### src/sv/lcar_pkg.sv
// Shared constants, codes and types for the load cell ADC reader.
package lcar_pkg;

   localparam int SAMPLE_BITS = 24;
   localparam int MAX_AVERAGE = 255;
   localparam int CNT_W       = 8;
   localparam int ACC_W       = SAMPLE_BITS + CNT_W;
   localparam int BIT_W       = $clog2(SAMPLE_BITS + 1);
   localparam int TICK_W      = 16;
   localparam int OFFSET_W    = 25;
   localparam int NET_W       = 26;
   localparam int AVG_W       = 24;
   localparam int PULSE_W     = 2;
   localparam int CSR_IDX_W   = 2;
   localparam int CSR_DATA_W  = 16;

   localparam logic [1:0] OP_TICK        = 2'd0;
   localparam logic [1:0] OP_MEASURE     = 2'd1;
   localparam logic [1:0] OP_TARE        = 2'd2;
   localparam logic [1:0] OP_LOAD_OFFSET = 2'd3;

   localparam logic [CSR_IDX_W-1:0] CSR_EXTRA_PULSES  = 2'd0;
   localparam logic [CSR_IDX_W-1:0] CSR_AVERAGE_COUNT = 2'd1;
   localparam logic [CSR_IDX_W-1:0] CSR_HALF_PERIOD   = 2'd2;
   localparam logic [CSR_IDX_W-1:0] CSR_POWER_DOWN    = 2'd3;

   typedef struct packed {
      logic [PULSE_W-1:0] extra_pulses;
      logic [CNT_W-1:0]   average_count;
      logic [TICK_W-1:0]  half_period_ticks;
      logic               power_down;
   } cfg_type;

   // one queued tick, with its opcode already decoded
   typedef struct packed {
      logic                       dout;
      logic                       starts;
      logic                       is_tare;
      logic                       loads;
      logic signed [OFFSET_W-1:0] new_offset;
   } item_type;

   typedef struct packed {
      logic                    start;
      logic signed [ACC_W-1:0] dividend;
      logic [CNT_W-1:0]        divisor;
   } div_req_type;

   typedef struct packed {
      logic                    done;
      logic signed [ACC_W-1:0] quotient;
   } div_rsp_type;

endpackage

### src/sv/lcar_front.sv
// Input side: accepts ticks, decodes the opcode and queues them for the sequencer.
module lcar_front (
   input  logic                                clock,
   input  logic                                reset,
   input  logic                                req_valid,
   output logic                                req_ready,
   input  logic                                req_dout,
   input  logic [1:0]                          req_opcode,
   input  logic signed [lcar_pkg::OFFSET_W-1:0] req_new_offset,
   output logic                                head_valid,
   output lcar_pkg::item_type                  head,
   input  logic                                pop
);
   import lcar_pkg::*;

   localparam int DEPTH = 2;
   localparam int PTR_W = $clog2(DEPTH);

   item_type           queue_ff [DEPTH];
   logic [PTR_W-1:0]   wr_ptr_ff, wr_ptr_in;
   logic [PTR_W-1:0]   rd_ptr_ff, rd_ptr_in;
   logic [PTR_W:0]     count_ff, count_in;
   logic               push;
   item_type           decoded;

   assign req_ready  = (count_ff != (PTR_W+1)'(DEPTH));
   assign push       = req_valid & req_ready;
   assign head_valid = (count_ff != '0);
   assign head       = queue_ff[rd_ptr_ff];

   always_comb begin
      decoded.dout       = req_dout;
      decoded.starts     = (req_opcode == OP_MEASURE) || (req_opcode == OP_TARE);
      decoded.is_tare    = (req_opcode == OP_TARE);
      decoded.loads      = (req_opcode == OP_LOAD_OFFSET);
      decoded.new_offset = req_new_offset;
   end

   always_comb begin
      wr_ptr_in = push ? wr_ptr_ff + 1'b1 : wr_ptr_ff;
      rd_ptr_in = pop ? rd_ptr_ff + 1'b1 : rd_ptr_ff;
      count_in  = count_ff + (PTR_W+1)'(push) - (PTR_W+1)'(pop);
   end

   always_ff @(posedge clock) begin
      if (reset) begin
         wr_ptr_ff <= '0;
         rd_ptr_ff <= '0;
         count_ff  <= '0;
      end else begin
         wr_ptr_ff <= wr_ptr_in;
         rd_ptr_ff <= rd_ptr_in;
         count_ff  <= count_in;
      end
   end

   always_ff @(posedge clock) begin
      if (push) begin
         queue_ff[wr_ptr_ff] <= decoded;
      end
   end

endmodule

### src/sv/lcar_div.sv
// Signed by unsigned divider, one quotient bit per cycle, truncating toward zero.
module lcar_div (
   input  logic                 clock,
   input  logic                 reset,
   input  lcar_pkg::div_req_type div_req,
   output lcar_pkg::div_rsp_type div_rsp
);
   import lcar_pkg::*;

   localparam logic [1:0] DV_IDLE = 2'd0;
   localparam logic [1:0] DV_RUN  = 2'd1;
   localparam logic [1:0] DV_DONE = 2'd2;
   localparam int STEP_W = $clog2(ACC_W + 1);

   logic [1:0]        state_ff, state_in;
   logic [STEP_W-1:0] step_ff, step_in;
   logic [ACC_W-1:0]  quo_ff, quo_in;
   logic [CNT_W-1:0]  rem_ff, rem_in;
   logic [CNT_W-1:0]  divisor_ff, divisor_in;
   logic              neg_ff, neg_in;
   logic [CNT_W:0]    trial;
   logic [CNT_W:0]    diff;
   logic              fits;

   always_comb begin
      trial = {rem_ff, quo_ff[ACC_W-1]};
      diff  = trial - {1'b0, divisor_ff};
      fits  = (trial >= {1'b0, divisor_ff});

      state_in   = state_ff;
      step_in    = step_ff;
      quo_in     = quo_ff;
      rem_in     = rem_ff;
      divisor_in = divisor_ff;
      neg_in     = neg_ff;

      if (div_req.start) begin
         state_in   = DV_RUN;
         step_in    = STEP_W'(ACC_W);
         neg_in     = div_req.dividend[ACC_W-1];
         quo_in     = div_req.dividend[ACC_W-1] ? unsigned'(-div_req.dividend)
                                                : unsigned'(div_req.dividend);
         rem_in     = '0;
         divisor_in = div_req.divisor;
      end else if (state_ff == DV_RUN) begin
         rem_in  = fits ? diff[CNT_W-1:0] : trial[CNT_W-1:0];
         quo_in  = {quo_ff[ACC_W-2:0], fits};
         step_in = step_ff - 1'b1;
         if (step_ff == STEP_W'(1)) begin
            state_in = DV_DONE;
         end
      end
   end

   always_ff @(posedge clock) begin
      if (reset) begin
         state_ff <= DV_IDLE;
         step_ff  <= '0;
      end else begin
         state_ff <= state_in;
         step_ff  <= step_in;
      end
   end

   always_ff @(posedge clock) begin
      quo_ff     <= quo_in;
      rem_ff     <= rem_in;
      divisor_ff <= divisor_in;
      neg_ff     <= neg_in;
   end

   assign div_rsp.done     = (state_ff == DV_DONE);
   assign div_rsp.quotient = neg_ff ? -signed'(quo_ff) : signed'(quo_ff);

endmodule

### src/sv/lcar_back.sv
// Sequencer: SCK phase timing, bit capture, averaging and the result register.
module lcar_back (
   input  logic                                    clock,
   input  logic                                    reset,
   input  lcar_pkg::cfg_type                       cfg,
   input  logic                                    head_valid,
   input  lcar_pkg::item_type                      head,
   output logic                                    pop,
   output lcar_pkg::div_req_type                   div_req,
   input  lcar_pkg::div_rsp_type                   div_rsp,
   output logic                                    rsp_valid,
   input  logic                                    rsp_ready,
   output logic                                    rsp_sck,
   output logic                                    rsp_busy_res,
   output logic                                    rsp_result_valid,
   output logic                                    rsp_was_tare,
   output logic signed [lcar_pkg::NET_W-1:0]       rsp_net_value,
   output logic signed [lcar_pkg::AVG_W-1:0]       rsp_raw_average
);
   import lcar_pkg::*;

   localparam logic [2:0] PH_IDLE  = 3'd0;
   localparam logic [2:0] PH_WAIT  = 3'd1;
   localparam logic [2:0] PH_DHIGH = 3'd2;
   localparam logic [2:0] PH_DLOW  = 3'd3;
   localparam logic [2:0] PH_GHIGH = 3'd4;
   localparam logic [2:0] PH_GLOW  = 3'd5;

   logic [2:0]                 phase_ff, phase_in;
   logic [BIT_W-1:0]           bit_cnt_ff, bit_cnt_in;
   logic [TICK_W-1:0]          tick_cnt_ff, tick_cnt_in;
   logic [SAMPLE_BITS-1:0]     shift_ff, shift_in;
   logic [CNT_W-1:0]           read_cnt_ff, read_cnt_in;
   logic signed [ACC_W-1:0]    acc_ff, acc_in;
   logic signed [OFFSET_W-1:0] offset_ff, offset_in;
   logic                       tare_ff, tare_in;
   logic                       wait_div_ff, wait_div_in;

   logic                       rsp_valid_ff, rsp_valid_in;
   logic                       sck_ff, sck_in;
   logic                       busy_ff, busy_in;
   logic                       res_valid_ff, res_valid_in;
   logic                       was_tare_ff, was_tare_in;
   logic signed [NET_W-1:0]    net_ff, net_in;
   logic signed [AVG_W-1:0]    avg_ff, avg_in;

   logic [TICK_W-1:0]          hp;
   logic [PULSE_W-1:0]         pulses;
   logic [CNT_W-1:0]           cnt;
   logic                       slot_free;
   logic                       complete;
   logic                       emit;
   logic [BIT_W-1:0]           bit_inc;
   logic [CNT_W-1:0]           read_inc;
   logic signed [AVG_W-1:0]    avg;

   always_comb begin
      hp     = (cfg.half_period_ticks == '0) ? TICK_W'(1) : cfg.half_period_ticks;
      pulses = (cfg.extra_pulses == '0) ? PULSE_W'(1) : cfg.extra_pulses;
      cnt    = (cfg.average_count == '0) ? CNT_W'(1) : cfg.average_count;
      if (cnt > CNT_W'(MAX_AVERAGE)) begin
         cnt = CNT_W'(MAX_AVERAGE);
      end
   end

   assign slot_free = !rsp_valid_ff || rsp_ready;
   assign pop       = head_valid && !wait_div_ff && slot_free;
   assign emit      = wait_div_ff && div_rsp.done && slot_free;
   assign bit_inc   = bit_cnt_ff + 1'b1;
   assign read_inc  = read_cnt_ff + 1'b1;
   assign avg       = div_rsp.quotient[AVG_W-1:0];

   // one tick of the serial sequencer
   always_comb begin
      phase_in    = phase_ff;
      bit_cnt_in  = bit_cnt_ff;
      tick_cnt_in = tick_cnt_ff;
      shift_in    = shift_ff;
      read_cnt_in = read_cnt_ff;
      acc_in      = acc_ff;
      offset_in   = offset_ff;
      tare_in     = tare_ff;
      complete    = 1'b0;

      unique case (phase_ff)
         PH_IDLE: begin
            if (head.starts) begin
               tare_in     = head.is_tare;
               read_cnt_in = '0;
               acc_in      = '0;
               bit_cnt_in  = '0;
               shift_in    = '0;
               tick_cnt_in = '0;
               phase_in    = PH_WAIT;
            end else if (head.loads) begin
               offset_in = head.new_offset;
            end
         end
         PH_WAIT: begin
            if (!head.dout) begin
               bit_cnt_in  = '0;
               shift_in    = '0;
               tick_cnt_in = TICK_W'(1);
               phase_in    = PH_DHIGH;
            end
         end
         PH_DHIGH, PH_DLOW, PH_GHIGH, PH_GLOW: begin
            priority if (tick_cnt_ff < hp) begin
               tick_cnt_in = tick_cnt_ff + 1'b1;
            end else if (phase_ff == PH_DHIGH) begin
               shift_in    = {shift_ff[SAMPLE_BITS-2:0], head.dout};
               tick_cnt_in = TICK_W'(1);
               phase_in    = PH_DLOW;
            end else if (phase_ff == PH_DLOW) begin
               tick_cnt_in = TICK_W'(1);
               if (bit_inc >= BIT_W'(SAMPLE_BITS)) begin
                  bit_cnt_in = '0;
                  phase_in   = PH_GHIGH;
               end else begin
                  bit_cnt_in = bit_inc;
                  phase_in   = PH_DHIGH;
               end
            end else if (phase_ff == PH_GHIGH) begin
               tick_cnt_in = TICK_W'(1);
               phase_in    = PH_GLOW;
            end else begin
               if (bit_inc < BIT_W'(pulses)) begin
                  bit_cnt_in  = bit_inc;
                  tick_cnt_in = TICK_W'(1);
                  phase_in    = PH_GHIGH;
               end else begin
                  bit_cnt_in  = '0;
                  tick_cnt_in = '0;
                  acc_in      = acc_ff + ACC_W'(signed'(shift_ff));
                  if (read_inc >= cnt) begin
                     read_cnt_in = '0;
                     complete    = 1'b1;
                     phase_in    = PH_IDLE;
                  end else begin
                     read_cnt_in = read_inc;
                     phase_in    = PH_WAIT;
                  end
               end
            end
         end
         default: begin
            phase_in = PH_IDLE;
         end
      endcase
   end

   always_comb begin
      div_req.start    = pop && complete;
      div_req.dividend = acc_in;
      div_req.divisor  = cnt;
   end

   always_comb begin
      wait_div_in  = wait_div_ff;
      rsp_valid_in = rsp_valid_ff && !rsp_ready;
      sck_in       = sck_ff;
      busy_in      = busy_ff;
      res_valid_in = res_valid_ff;
      was_tare_in  = was_tare_ff;
      net_in       = net_ff;
      avg_in       = avg_ff;

      if (emit) begin
         // averaging done: the block is already back to idle
         wait_div_in  = 1'b0;
         rsp_valid_in = 1'b1;
         sck_in       = cfg.power_down;
         busy_in      = 1'b0;
         res_valid_in = 1'b1;
         was_tare_in  = tare_ff;
         avg_in       = avg;
         net_in       = tare_ff ? '0 : NET_W'(avg) - NET_W'(offset_ff);
      end else if (pop && complete) begin
         wait_div_in = 1'b1;
      end else if (pop) begin
         rsp_valid_in = 1'b1;
         sck_in       = (phase_in == PH_IDLE) ? cfg.power_down
                      : ((phase_in == PH_DHIGH) || (phase_in == PH_GHIGH));
         busy_in      = (phase_in != PH_IDLE);
         res_valid_in = 1'b0;
         was_tare_in  = 1'b0;
         net_in       = '0;
         avg_in       = '0;
      end
   end

   always_ff @(posedge clock) begin
      if (reset) begin
         phase_ff     <= PH_IDLE;
         bit_cnt_ff   <= '0;
         tick_cnt_ff  <= '0;
         shift_ff     <= '0;
         read_cnt_ff  <= '0;
         acc_ff       <= '0;
         offset_ff    <= '0;
         tare_ff      <= 1'b0;
         wait_div_ff  <= 1'b0;
         rsp_valid_ff <= 1'b0;
      end else begin
         if (pop) begin
            phase_ff    <= phase_in;
            bit_cnt_ff  <= bit_cnt_in;
            tick_cnt_ff <= tick_cnt_in;
            shift_ff    <= shift_in;
            read_cnt_ff <= read_cnt_in;
            acc_ff      <= acc_in;
            offset_ff   <= offset_in;
            tare_ff     <= tare_in;
         end else if (emit && tare_ff) begin
            offset_ff <= OFFSET_W'(avg);
         end
         wait_div_ff  <= wait_div_in;
         rsp_valid_ff <= rsp_valid_in;
      end
   end

   always_ff @(posedge clock) begin
      sck_ff       <= sck_in;
      busy_ff      <= busy_in;
      res_valid_ff <= res_valid_in;
      was_tare_ff  <= was_tare_in;
      net_ff       <= net_in;
      avg_ff       <= avg_in;
   end

   assign rsp_valid        = rsp_valid_ff;
   assign rsp_sck          = sck_ff;
   assign rsp_busy_res     = busy_ff;
   assign rsp_result_valid = res_valid_ff;
   assign rsp_was_tare     = was_tare_ff;
   assign rsp_net_value    = net_ff;
   assign rsp_raw_average  = avg_ff;

`ifndef SYNTHESIS
   a_done_not_busy: assert property (@(posedge clock) disable iff (reset)
      rsp_valid_ff && res_valid_ff |-> !busy_ff)
      else $error("completed item still shows busy");

   a_no_pop_while_dividing: assert property (@(posedge clock) disable iff (reset)
      wait_div_ff |-> !pop)
      else $error("item taken while the average is pending");

   a_quiet_fields: assert property (@(posedge clock) disable iff (reset)
      rsp_valid_ff && !res_valid_ff |-> !was_tare_ff && net_ff == '0 && avg_ff == '0)
      else $error("result fields nonzero without a result");

   a_divide_waits_idle: assert property (@(posedge clock) disable iff (reset)
      wait_div_ff |-> phase_ff == PH_IDLE && read_cnt_ff == '0)
      else $error("sequencer not idle while averaging");
`endif

endmodule

### src/sv/load_cell_adc_reader_top.sv
// Top level of the load cell ADC reader: register file and the three units.
//
//   channel  dir  handshake            payload
//   req      in   req_valid/req_ready  req_dout, req_opcode, req_new_offset
//   rsp      out  rsp_valid/rsp_ready  rsp_sck, rsp_busy_res, rsp_result_valid,
//                                      rsp_was_tare, rsp_net_value, rsp_raw_average
//   csr      in   csr_valid/csr_ready  csr_index, csr_wdata
//
// Every item returns one item. Items take one cycle each, except the one that
// closes the last reading, which holds the sequencer while the bit-serial
// divider runs. A two-entry queue sits between input and sequencer; a result
// waiting in the output register stalls the sequencer, and the queue then fills
// and drops req_ready. Synchronous reset brings the configuration and control
// state to their reset values and empties the queue; csr is always ready.
module load_cell_adc_reader_top (
   input  logic                                      clock,
   input  logic                                      reset,
   input  logic                                      req_valid,
   output logic                                      req_ready,
   input  logic                                      req_dout,
   input  logic [1:0]                                req_opcode,
   input  logic signed [lcar_pkg::OFFSET_W-1:0]      req_new_offset,
   output logic                                      rsp_valid,
   input  logic                                      rsp_ready,
   output logic                                      rsp_sck,
   output logic                                      rsp_busy_res,
   output logic                                      rsp_result_valid,
   output logic                                      rsp_was_tare,
   output logic signed [lcar_pkg::NET_W-1:0]         rsp_net_value,
   output logic signed [lcar_pkg::AVG_W-1:0]         rsp_raw_average,
   input  logic                                      csr_valid,
   output logic                                      csr_ready,
   input  logic [lcar_pkg::CSR_IDX_W-1:0]            csr_index,
   input  logic [lcar_pkg::CSR_DATA_W-1:0]           csr_wdata
);
   import lcar_pkg::*;

   cfg_type     cfg_ff, cfg_in;
   logic        head_valid;
   item_type    head;
   logic        pop;
   div_req_type div_req;
   div_rsp_type div_rsp;

   assign csr_ready = 1'b1;

   always_comb begin
      cfg_in = cfg_ff;
      if (csr_valid) begin
         unique case (csr_index)
            CSR_EXTRA_PULSES:  cfg_in.extra_pulses      = csr_wdata[PULSE_W-1:0];
            CSR_AVERAGE_COUNT: cfg_in.average_count     = csr_wdata[CNT_W-1:0];
            CSR_HALF_PERIOD:   cfg_in.half_period_ticks = csr_wdata[TICK_W-1:0];
            CSR_POWER_DOWN:    cfg_in.power_down        = csr_wdata[0];
            default:           cfg_in = cfg_ff;
         endcase
      end
   end

   always_ff @(posedge clock) begin
      if (reset) begin
         cfg_ff.extra_pulses      <= PULSE_W'(1);
         cfg_ff.average_count     <= CNT_W'(1);
         cfg_ff.half_period_ticks <= TICK_W'(100);
         cfg_ff.power_down        <= 1'b0;
      end else begin
         cfg_ff <= cfg_in;
      end
   end

   lcar_front u_front (
      .clock          (clock),
      .reset          (reset),
      .req_valid      (req_valid),
      .req_ready      (req_ready),
      .req_dout       (req_dout),
      .req_opcode     (req_opcode),
      .req_new_offset (req_new_offset),
      .head_valid     (head_valid),
      .head           (head),
      .pop            (pop)
   );

   lcar_div u_div (
      .clock   (clock),
      .reset   (reset),
      .div_req (div_req),
      .div_rsp (div_rsp)
   );

   lcar_back u_back (
      .clock            (clock),
      .reset            (reset),
      .cfg              (cfg_ff),
      .head_valid       (head_valid),
      .head             (head),
      .pop              (pop),
      .div_req          (div_req),
      .div_rsp          (div_rsp),
      .rsp_valid        (rsp_valid),
      .rsp_ready        (rsp_ready),
      .rsp_sck          (rsp_sck),
      .rsp_busy_res     (rsp_busy_res),
      .rsp_result_valid (rsp_result_valid),
      .rsp_was_tare     (rsp_was_tare),
      .rsp_net_value    (rsp_net_value),
      .rsp_raw_average  (rsp_raw_average)
   );

endmodule
### config.mk
export PLATFORM = sky130hd
export DESIGN_NAME = load_cell_adc_reader_top
export DESIGN_NICKNAME = d
export VERILOG_FILES = /design/src/sv/lcar_pkg.sv /design/src/sv/lcar_front.sv /design/src/sv/lcar_div.sv /design/src/sv/lcar_back.sv /design/src/sv/load_cell_adc_reader_top.sv
export SDC_FILE = /design/constraint.sdc
export NUM_CORES = 1
export LEC_CHECK = 0
export BUFFER_PORTS_ARGS = -buffer_cell sky130_fd_sc_hd__buf_2
export CAP_MARGIN = 20
export CORE_MARGIN = 2
export CORE_UTILIZATION = 60
export DETAILED_ROUTE_END_ITERATION = 16
export GPL_TIMING_DRIVEN = 0
export PLACE_DENSITY_LB_ADDON = 0.3
export SLEW_MARGIN = 20
export SYNTH_ARGS = -nofsm -noshare
export SYNTH_HDL_FRONTEND = slang
export SYNTH_SLANG_ARGS = --single-unit
### constraint.sdc
create_clock -name clock -period 6.2 [get_ports clock]
set_clock_uncertainty 0.2 [all_clocks]
set_input_delay 1.24 -clock clock [delete_from_list [all_inputs] [get_ports clock]]
set_output_delay 1.24 -clock clock [all_outputs]
set_load 0.05 [all_outputs]
==> results.json <==
{
  "cp_num_cells": 16,
  "postSynthCellCount": 1922,
  "place.gp.congestion": 0.945,
  "fin_setup_tns_ps": 0,
  "start_util_pct": 61.0,
  "overflow": 0,
  "ys.flop_type": "dfxtp_1",
  "criticalPathCategory": "register to register",
  "comb_power_share_pct": 39.1,
  "synthArstFlopShare_pct": 0,
  "first_global_vias": 14200,
  "antenna_found_initial": 0,
  "tritoncts": "built",
  "syn_area_per_cell_um2": 9.11,
  "max-vdd-ir-drop_mv": 0.293,
  "dr.pass1.iters": 6,
  "portBuffers": 105,
  "via_count": 15162,
  "ys_warn_count": 0,
  "hold_path.class": "register to register",
  "cp_top_family": "compound AO/OA/AOI/OAI gates",
  "cp.arrival_ps": 5170,
  "tightest_slew_ps": 1030,
  "cts-htree-levels": 2,
  "routed_wl_um": 46700,
  "drt_iter0_markers": 1639,
  "placementRows": 62,
  "clock_latency_ps": 520,
  "end_kind": "register",
  "cts_sinks": 317,
  "p_leak_nw": 7.79,
  "die_w_um": 175,
  "fp.coreArea_mm2": 0.0287,
  "track_usage_pct": 29.9,
  "clk_path_buf_depth": 3,
  "wire_per_inst_um": 18.9,
  "pre_cts_ws_ps": 1340,
  "setup_viol": 0,
  "io_pins": 108,
  "yosysSeqAreaShare_pct": 44.9,
  "synth_edf_count": 151,
  "yosysMostFrequentCell": "nor2_1",
  "synth_cell_type_count": 81,
  "rsz0062_at_grt": "no",
  "slew_violations": 0,
  "pwr_density_cell_mw_per_mm2": 403,
  "post_cts_resized": 0,
  "nNetsFinal": 2220,
  "required_ps": 6340,
  "switching_share_pct": 40.8,
  "fin_crit_ps": 5030,
  "synth_top_area_share_pct": 25.9,
  "clock_power_share_pct": 26.4,
  "cp_common_cell": "o21ai_0",
  "hold_buffers": 0,
  "outcome": "finished, final reports clean",
  "nFillCells": 2262,
  "syn-cell-area_mm2": 0.0175,
  "syn_nets": 2075,
  "viasPerCell": 6.12,
  "critPathMaxStageDelay_ps": 600,
  "drc": 0,
  "worstPathMaxFanout": 5,
  "seq_power_share_pct": 34.4,
  "fmax_mhz": 199,
  "hold_ws_ps": 257,
  "synthTopCellsByArea": "edfxtp_1, dfxtp_1, ha_1, nor2_1, a21oi_1",
  "p_switching_mw": 3.24,
  "drive_gt1_share_pct": 9.94,
  "reg2reg_depth": 16,
  "grt_max_degree": 37,
  "post-cts-setup-buffers": 0,
  "intPower_mw": 4.71,
  "hold_violations": 0,
  "cp_cell_sequence": "or4_1 > nor4_1 > nand2b_1 > o31ai_1 > xor2_1 > inv_1 > ha_1 > a21oi_1 > o21ai_0 > a21oi_1 > o21ai_0 > a41o_1 > o41ai_1 > o21ai_0 > nand2_1 > nor3b_1",
  "fin_crit_sh_pct": 81.1,
  "cp-start-kind": "register",
  "dp_hpwl_um": 34800,
  "whs_path_depth": 2,
  "grt_pass1_wl_um": 73400,
  "cap_viol_max_count": 0,
  "relSlewSlack_pct": 31.1,
  "die_h_um": 175,
  "areaGrowthSynthToFinish_pct": 12.7,
  "clock-root-buffer": "clkbuf_16",
  "worst_path_max_delay_cell": "or4_1",
  "synth.top_cells.by_count": "nor2_1, nand2_1, dfxtp_1",
  "clkSlewWorstSetupHoldPaths_ps": 60,
  "synth-seq-cells": 317,
  "worst_slack_ps": 1170,
  "cts_buffers": 36,
  "path_buf_inv": 1,
  "diodes": 0,
  "synth_top_cell_by_area": "edfxtp_1",
  "dieArea_mm2": 0.0306,
  "drt.antenna.violating_nets": 0
}
logic make-up (layout without fill, tap and decap cells):
kind of cell / Yosys count / in the layout / synth area share [%]
compound gates: 476 / 476 / 17.7
fa+ha+maj: 102 / 102 / 7.41
simple gates: 663 / 663 / 17.6
flops: 317 / 317 / 44.9
buf+inv: 214 / 385 / 4.81
other cells: 1 / 1 / 0.0214
xor+xnor: 126 / 126 / 6.30
mux: 23 / 23 / 1.33
state kept, by name, indices dropped and copies added (netlist names), 5 cells and up, named ones only:
name / count
u_back.tick_cnt_ff: 16
u_div.divisor_ff: 8
u_div.rem_ff: 8
u_back.rsp_raw_average: 24
u_back.acc_ff: 32
u_back.rsp_net_value: 26
u_div.quo_ff: 32
u_back.read_cnt_ff: 8
cfg_ff: 27
u_div.step_ff: 6
u_back.offset_ff: 25
u_front.queue_ff: 58
u_back.bit_cnt_ff: 5
u_back.shift_ff: 24
worst register-to-register path, stage by stage, from the launching register on:
cell and delay (ps):
edfxtp_1 440, or4_1 600, nor4_1 390, nand2b_1 160, o31ai_1 340, xor2_1 430, inv_1 90, ha_1 350
a21oi_1 160, o21ai_0 80, a21oi_1 260, o21ai_0 130, a41o_1 230, o41ai_1 440, o21ai_0 230, nand2_1 130
nor3b_1 180
placed cells by master, fill, tap and decap left out, types with 6 or more instances in the layout:
cell       count
a211oi_1      81
a21o_1        28
a21oi_1      155
a22o_1         8
a22oi_1       23
a31oi_1       16
a41oi_1       11
and2_1        10
and3_1        20
buf_1          6
buf_2        112
buf_4          6
clkbuf_1      86
clkbuf_16     36
clkinv_2       6
dfxtp_1      166
edfxtp_1     151
ha_1          99
inv_1        115
mux2i_1       21
nand2_1      186
nand2b_1      14
nand3_1       46
nand4_1       21
nor2_1       215
nor2b_1       38
nor3_1        46
nor4_1        11
o211ai_1       7
o21ai_0       64
o21ai_1       14
o21bai_1       6
o31ai_1       10
or2_2         12
or3_1         13
xnor2_1       56
xor2_1        70
metal layers:
layer | vias to the layer above | wire [um] | global-route usage [%]
li1 | 7174 | - | -
met1 | 7155 | 19300 | 39.5
met2 | 693 | 21700 | 49.6
met3 | 140 | 3930 | 4.85
met4 | 0 | 1780 | 11.4
met5 | - | 0 | 0
cell type report:
type | count | area, um^2 | area share, %
Tap cell | 384 | 480 | 2.43
Multi-Input combinational cell | 1391 | 8830 | 44.7
Buffer | 97 | 403 | 2.04
Inverter | 117 | 439 | 2.22
Sequential cell | 317 | 7860 | 39.8
Clock inverter | 16 | 188 | 0.950
Timing Repair Buffer | 107 | 573 | 2.90
Clock buffer | 48 | 976 | 4.94
per-stage QoR:
stage / cell area [um^2] / std cells / power, mW / util, %
6_report: 19700 / 2477 / 7.95 / 68.8
5_1_grt: 19700 / 2477 / 8.29 / 68.8
4_1_cts: 19700 / 2477 / 7.89 / 68.8
3_5_place_dp: 18600 / 2413 / 5.80 / 64.8
3_3_place_gp: 18500 / 2411 / 5.70 / 64.5
2_1_floorplan: 17500 / 1922 / 4.95 / -
power by group through the flow:
| stage | clock network [mW] | logic [mW] | registers [mW] |
|---|---|---|---|
| final | 2.10 | 3.11 | 2.74 |
| after global routing | 2.20 | 3.32 | 2.76 |
| after CTS | 2.12 | 3.04 | 2.73 |
| after detailed placement | 0 | 3.03 | 2.77 |
| after global placement | 0 | 2.92 | 2.78 |
| after floorplan | 0 | 1.76 | 3.19 |
final timing paths:
path              startpoint                        to  slack, ps
max reg2reg  u_div.quo_ff[7]  u_back.rsp_net_value[23]       1170
min reg2reg  u_div.rem_ff[7]           u_div.rem_ff[7]        260
max          u_div.quo_ff[7]  u_back.rsp_net_value[23]       1170
min          u_div.rem_ff[7]           u_div.rem_ff[7]        260
No activity file was read; power rests on OpenSTA's default activity.
